$ cat src/lgfa_pkg.sv
// Shared types, codes and constants for the glide-slope / flare altitude unit.
// Used by lgfa_front, lgfa_exp, lgfa_back and the top level.
package lgfa_pkg;

  typedef enum logic [2:0] {
    MODE_SLOPE_REL   = 3'd0,
    MODE_SLOPE_GUARD = 3'd1,
    MODE_FLARE       = 3'd2,
    MODE_SLOPE_ABS   = 3'd3,
    MODE_DISTANCE    = 3'd4
  } mode_t;

  typedef enum logic [2:0] {
    CFG_SLOPE_TANGENT    = 3'd0,
    CFG_SLOPE_COTANGENT  = 3'd1,
    CFG_SLOPE_OFFSET     = 3'd2,
    CFG_FLARE_TOP_HEIGHT = 3'd3,
    CFG_VIRTUAL_HEIGHT   = 3'd4,
    CFG_FLARE_LENGTH     = 3'd5,
    CFG_FLARE_RATE       = 3'd6
  } cfg_reg_t;

  localparam int unsigned WIDE_W    = 49;  // widest pre-clamp result
  localparam int unsigned T_W       = 56;  // flare exponent argument, Q.32
  localparam int unsigned REM_W     = 38;  // holds t below the range limit
  localparam int unsigned E_W       = 33;  // exponential, Q.32, up to 1.0
  localparam int unsigned DIV_STEPS = 6;   // quotient bits of t / ln2
  localparam int unsigned EXP_MAX_SHIFT = 40;

  localparam logic [15:0] ROUND_Q16 = 16'h8000;
  localparam logic signed [63:0] ROUND_Q32 = 64'sh0000_0000_8000_0000;

  typedef struct packed {
    logic [18:0]        slope_tangent;
    logic [30:0]        slope_cotangent;
    logic signed [31:0] slope_offset;
    logic signed [31:0] flare_top_height;
    logic signed [31:0] virtual_height;
    logic signed [31:0] flare_length;
    logic [31:0]        flare_rate;
  } cfg_t;

  typedef struct packed {
    logic                     flare_sel;
    logic                     front;
    logic signed [WIDE_W-1:0] wide;
  } side_t;

  typedef struct packed {
    side_t            side;
    logic             big;
    logic [REM_W-1:0] rem;
  } exp_in_t;

  typedef struct packed {
    side_t          side;
    logic [E_W-1:0] e;
  } exp_out_t;

  // -ln(1 - 2^-k) in Q.32, series summed in Q.62; long division done bitwise
  function automatic logic [31:0] neg_ln_step(input int unsigned k);
    logic [63:0] sum;
    logic [63:0] num;
    logic [63:0] quo;
    logic [63:0] rem;
    logic [63:0] rnd;
    sum = '0;
    for (int unsigned j = 1; k * j <= 62; j++) begin
      num = 64'd1 << (62 - k * j);
      quo = '0;
      rem = '0;
      for (int b = 63; b >= 0; b--) begin
        rem = {rem[62:0], num[b]};
        if (rem >= 64'(j)) begin
          rem    = rem - 64'(j);
          quo[b] = 1'b1;
        end
      end
      sum = sum + quo;
    end
    rnd = sum + (64'd1 << 29);
    return rnd[61:30];
  endfunction

  localparam logic [31:0]    LN2_Q32   = neg_ln_step(1);
  localparam logic [T_W-1:0] EXP_LIMIT = T_W'(LN2_Q32) * T_W'(EXP_MAX_SHIFT);
  localparam logic [E_W-1:0] E_ONE     = E_W'(1) << 32;

endpackage

$ cat src/lgfa_back.sv
// Back end: flare height product, rounding, asymptote subtract, result select
// and saturation into the output register. Depends on lgfa_pkg.
module lgfa_back
  import lgfa_pkg::*;
(
  input  logic               clk,
  input  logic               rst,
  input  cfg_t               cfg,
  input  logic               in_valid,
  output logic               in_ready,
  input  exp_out_t           in_item,
  output logic               out_valid,
  input  logic               out_ready,
  output logic signed [31:0] value,
  output logic               in_front,
  output logic               saturated
);

  logic v1, v2, v3;
  logic r1, r2, r3;

  side_t              b1_side;
  logic signed [63:0] b1_prod;
  side_t              b2_side;
  logic signed [31:0] b2_w;

  logic signed [63:0]       rsum;
  logic signed [32:0]       flare_val;
  logic signed [WIDE_W-1:0] pick;
  logic                     clip;

  assign r3 = !v3 || out_ready;
  assign r2 = !v2 || r3;
  assign r1 = !v1 || r2;
  assign in_ready  = r1;
  assign out_valid = v3;

  assign rsum      = b1_prod + ROUND_Q32;
  assign flare_val = 33'(b2_w) - 33'(cfg.virtual_height);
  assign pick      = b2_side.flare_sel ? WIDE_W'(flare_val) : b2_side.wide;
  // in range only when all bits above bit 31 copy the sign
  assign clip      = !((&pick[WIDE_W-1:31]) || !(|pick[WIDE_W-1:31]));

  always_ff @(posedge clk) begin
    if (rst) begin
      v1 <= 1'b0;
      v2 <= 1'b0;
      v3 <= 1'b0;
    end else begin
      if (r1) v1 <= in_valid;
      if (r2) v2 <= v1;
      if (r3) v3 <= v2;
    end
  end

  always_ff @(posedge clk) begin
    if (r1 && in_valid) begin
      b1_side <= in_item.side;
      b1_prod <= 64'(cfg.flare_top_height) * 64'($signed({1'b0, in_item.e}));
    end
    if (r2 && v1) begin
      b2_side <= b1_side;
      b2_w    <= rsum[63:32];
    end
    if (r3 && v2) begin
      in_front  <= b2_side.front;
      saturated <= clip;
      if (clip) begin
        value <= pick[WIDE_W-1] ? 32'sh8000_0000 : 32'sh7fff_ffff;
      end else begin
        value <= pick[31:0];
      end
    end
  end

endmodule

$ cat config.mk
export PLATFORM = sky130hd
export DESIGN_NAME = lgfa_back
export DESIGN_NICKNAME = d
export VERILOG_FILES = /design/src/lgfa_pkg.sv /design/src/lgfa_back.sv
export SDC_FILE = /design/constraint.sdc
export NUM_CORES = 2
export LEC_CHECK = 0
export ABC_AREA = 1
export BUFFER_PORTS_ARGS = -buffer_cell sky130_fd_sc_hd__buf_2
export CORE_MARGIN = 2
export CORE_UTILIZATION = 50
export DETAILED_ROUTE_END_ITERATION = 12
export GPL_TIMING_DRIVEN = 1
export PLACE_DENSITY = 0.68
export RECOVER_POWER = 100
export SLEW_MARGIN = 10
export SYNTH_ARGS = -nofsm -noshare
export SYNTH_HDL_FRONTEND = slang
export SYNTH_SLANG_ARGS = --single-unit
$ cat constraint.sdc
create_clock -name clk -period 11.5 [get_ports clk]
set_input_delay 0.575 -clock clk [delete_from_list [all_inputs] [get_ports clk]]
set_output_delay 0.575 -clock clk [all_outputs]
set_load 0.02 [all_outputs]
# Yosys cells after proc, flatten, opt, wreduce, memory -nomap -nowiden
# Cells that the tools add are included.
totals:
  ff_bits: 235
  elab_cells: 34
classes:
  add_sub_neg: 2
  n_mul: 1
  n_mux: 3
  reduce_logical: 14
ops:
  columns: ["op", "n"]
  rows:
  - ["adder 64 x 33 -> 64 bit, second input constant", 1]
  - ["multiplier 32 x 34 -> 64 bit", 1]
  - ["two-way mux 32 bit", 2]
  - ["two-way mux 49 bit", 1]
  - ["subtractor 32 x 32 -> 33 bit", 1]
  - ["AND reduction 18 bit", 1]
  - ["OR reduction 18 bit", 1]
  - ["logical NOT 1 bit", 5]
  - ["logical OR 1 bit", 4]
  - ["logical AND 1 bit", 3]

# Logic depth before layout (Yosys ltp)
logic_depth:
  word_depth: 6
  mapped_depth: 33
  mapped_depth_nobuf: 31

# Least setup slack after synthesis
# OpenSTA, ideal clock, no wires.
synth_path:
  path_kind: "input port to flip-flop"
  start: "in cfg[104] in the netlist's numbering"
  end: "reg b1_prod[59] (data pin)"
  setup_time_ns: 0.252
  arrival_time_ns: 6.600
  t_required_ns: 11.248
  setup_slack_ns: 4.648
  stages: 28
  path_buffers: 2
  path_cell_list: "clkbuf_1 clkbuf_1 nand2_1 fa_1 inv_1 fa_1 fa_1 inv_1 fa_1 inv_1 fa_1 fa_1 fa_1 inv_1 fa_1 inv_1 ha_1 nand2_1 nor2_1 inv_1 nor2_1 inv_1 o21ai_0 inv_1 nor3_1 nor2_1 nand3_1 nand2_1"
synth_via:
  elab_chain_len: 1
synth_lines:
  columns: ["item", "line_no", "source"]
  rows:
  - ["start, declared", "lgfa_back.sv:8", "input cfg_t cfg,"]
  - ["multiplier 32 x 34 -> 64 bit", "lgfa_back.sv:59", "b1_prod <= 64'(cfg.flare_top_height) * 64'($signed({1'b0, in_item.e}));"]
  - ["end signal, assigned", "lgfa_back.sv:59", null]
  - ["end, declared", "lgfa_back.sv:23", "logic signed [63:0] b1_prod;"]
# Every way passes these cells.
# A chain may end at the register's enable or synchronous reset.

# Worst setup path after layout
layout_path:
  start: "in cfg[107] in the netlist's numbering"
  end: "reg b1_prod[60] (data pin)"
# Same word-level chain as after synthesis.

==> results.py <==
metrics = {
    "outcome": {
        "outcome": "finished with violations",
        "violations": "max-capacitance violations, max-slew violations",
    },
    "worst_setup_path": {
        "cp_slowest_stage_delay_ns": 1.53,
        "rr_worst_depth": 6,
        "arrival_ns": 8.74,
        "startpoint_type": "input port",
        "endpoint_kind": "register",
        "worstPathCellList": "clkbuf_1 -> nand2_1 -> fa_1 -> inv_1 -> fa_1 -> inv_1 -> fa_1 -> inv_1 -> fa_1 -> inv_1 -> fa_1 -> fa_1 -> fa_1 -> fa_1 -> inv_1 -> ha_1 -> a21oi_1 -> o21ai_0 -> a21oi_1 -> o21ai_0 -> a211oi_1 -> nand2_1 -> nand2_1 -> nand2_1",
        "required_ns": 11.74,
        "crit_path_max_fanout": 33,
        "cp_common_cell": "fa_1",
        "worstSetupPathType": "input port to register",
        "cp_slowest_cell": "clkbuf_1",
    },
    "yosys": {
        "syn_area_sq_um": 45600,
        "yosysWarningCount": 0,
        "synth_seq_cells": 204,
        "syn-num-nets": 7190,
        "yosysUniqueCellTypes": 44,
        "avgSynthCellArea_sq_um": 8.07,
        "synthesis.instances": 5651,
        "seq_area_frac_synth": 0.134,
    },
    "sta": {
        "skew_ns": 0.0184,
        "period_share": 0.738,
        "finalSetupTns_ns": 0,
        "fin_crit_ns": 8.49,
        "final_hold_viol_count": 0,
        "worst_slew_pin_slew_ns": 3.26,
        "grt_setup_unrepaired": "no",
        "slew_headroom": -1.18,
        "slew_violations": 187,
        "setup_viol": 0,
        "fmax_mhz": 118,
    },
    "global_route": {
        "grt_max_degree": 61,
        "grtUsageTotal": 0.258,
        "grt_pass1_vias": 37700,
        "grt_antenna_before_repair": 4,
        "grt-ovfl-total": 0,
        "grt_pass1_wl_mm": 193,
    },
    "drt": {
        "antenna_left": 0,
        "wl_mm": 116,
        "vias": 34700,
        "first_pass_iters": 5,
        "wl_per_cell_um": 17.0,
        "drt_iter0_drc": 2270,
        "drc": 0,
        "avgViaCountPerCell": 5.09,
    },
    "floorplan": {
        "die_area_sq_um": 93700,
        "die_w_um": 306,
        "coreArea_sq_um": 90300,
        "die-height_um": 306,
        "initial_utilization": 0.505,
        "rows": 110,
        "io_pins": 334,
    },
    "layout": {
        "final_common_cell": "inv_1",
        "final_cell_mix": "inv_1 (1,700), nand2_1 (1,501), fa_1 (927)",
        "nNetsFinal": 7171,
        "nFillCells": 8610,
        "syn_to_final_growth_pct": 4.52,
        "drive_gt1_frac": 0.0409,
    },
    "clocking": {
        "clock-sinks": 204,
        "post_cts_resized": 0,
        "post-cts-setup-buffer-count": 0,
        "cts.path.max_buffers": 3,
        "cts_root_buf": "clkbuf_16",
        "insertion_delay_ns": 0.50,
        "hold_buffers": 0,
        "cts_tree": "built",
        "cts.clk_slew.worst_paths_ns": 0.07,
        "cts_made_buffers": 20,
        "cts_max_level": 1,
    },
    "job": {
        "maxCapViolCount": 4,
    },
    "worst_hold_path": {
        "hold_class": "input port to register",
        "hold_depth": 1,
    },
    "placement": {
        "gp_congestion": 0.962,
        "port_buffers": 187,
        "place_hpwl_mm": 94.7,
    },
}
## cells by family after synthesis
| group | synth area share |
|---|---|
| flops | 0.134 |
| compound gates | 0.0317 |
| fa+ha+maj | 0.493 |
| xor+xnor | 0.0106 |
| buf+inv | 0.162 |
| simple gates | 0.170 |
## area by class of cell
class / instances / area [sq um] / area share
multi-input combinational: 3499 / 32100 / 0.674
inverter: 1708 / 6410 / 0.134
sequential: 204 / 6100 / 0.128
tap: 1176 / 1470 / 0.0309
timing repair buffer: 199 / 963 / 0.0202
clock buffer: 26 / 544 / 0.0114
clock inverter: 9 / 72.6 / 0.00152
antenna: 1 / 2.50 / 0.0000525
## state kept, by name, summed over array words and instances (netlist names)
| name | count |
|---|---|
| b1_side | 51 |
| b2_side | 51 |
| b1_prod | 33 |
| b2_w | 32 |
| value | 32 |
| in_front | 1 |
| out_valid | 1 |
| saturated | 1 |
| v1 | 1 |
| v2 | 1 |
## metal layers
metal	global-route usage	vias to the layer above	routed length [um]
li1	-	16100	-
met1	0.347	17300	49500
met2	0.442	1152	55600
met3	0.0337	222	7520
met4	0.0698	8	3080
met5	0	-	41
## final timing paths
path,from,end,slack (ns)
min,in_item[61],b1_side[28]$_DFFE_PP_,0.24
max reg2reg,out_valid$_SDFFE_PP0P_,b1_prod[34]$_DFFE_PP_,7.33
max,cfg[107],b1_prod[60]$_DFFE_PP_,3.01
min reg2reg,b1_side[25]$_DFFE_PP_,b2_side[25]$_DFFE_PP_,0.42
## Yosys cell counts
cell | number | share of area
buf_1 | 3 | 0.00025
nand2_1 | 1499 | 0.12
o21a_1 | 3 | 0.00049
o21bai_1 | 14 | 0.0023
buf_6 | 6 | 0.0015
edfxtp_1 | 201 | 0.13
or2_0 | 1 | 0.00014
nor2_4 | 1 | 0.00025
o21ai_4 | 1 | 0.00036
xor2_1 | 30 | 0.0058
nor3_2 | 4 | 0.00088
buf_4 | 3 | 0.00049
ha_1 | 314 | 0.086
o21ai_0 | 79 | 0.0087
and3_1 | 2 | 0.00027
and2_1 | 2 | 0.00027
dfxtp_1 | 3 | 0.0013
nor2_2 | 3 | 0.00041
o211ai_1 | 4 | 0.00066
inv_1 | 1701 | 0.14
a21oi_1 | 132 | 0.014
a31oi_1 | 5 | 0.00069
nor4_1 | 12 | 0.0016
fa_1 | 927 | 0.41
buf_2 | 1 | 0.00011
nand3_2 | 1 | 0.00022
a211oi_1 | 3 | 0.00049
nand2_2 | 9 | 0.0012
a21o_1 | 11 | 0.0018
o2111ai_1 | 1 | 0.00019
inv_2 | 7 | 0.00058
o31ai_1 | 1 | 0.00016
clkbuf_1 | 227 | 0.019
xnor2_1 | 25 | 0.0048
nand3_1 | 125 | 0.014
o221ai_1 | 1 | 0.00019
nand3b_1 | 5 | 0.00082
a21oi_2 | 1 | 0.00019
a21boi_0 | 6 | 0.00099
nor3b_2 | 1 | 0.00027
nor3_1 | 21 | 0.0023
nand4_1 | 26 | 0.0036
or2_2 | 31 | 0.0043
nor2_1 | 198 | 0.016
## critical path, delay by kind of cell
family / cells / cell delay (ns)
adders and majority gates: 9 / 4.56
buffers and inverters: 6 / 1.80
AOI/OAI and AO/OA: 5 / 1.25
and+or+nand+nor: 4 / 0.51
## through the flow
step                      worst slack (ns)  hold slack [ns]  area (sq um)   util  cells
final                                 3.01            0.241         47700  0.528   6822
after global routing                  2.60            0.227         47700  0.528   6821
after CTS                             4.04            0.224         47800  0.529   6821
after detailed placement              3.53            0.405         47200  0.523   6786
after global placement                3.55            0.401         47200  0.523   6786
after floorplan                       4.65            0.400         45600      -   5651
Power is not shown: default switching activity piles up to over one toggle a cycle in this logic, so the estimate is an artifact.
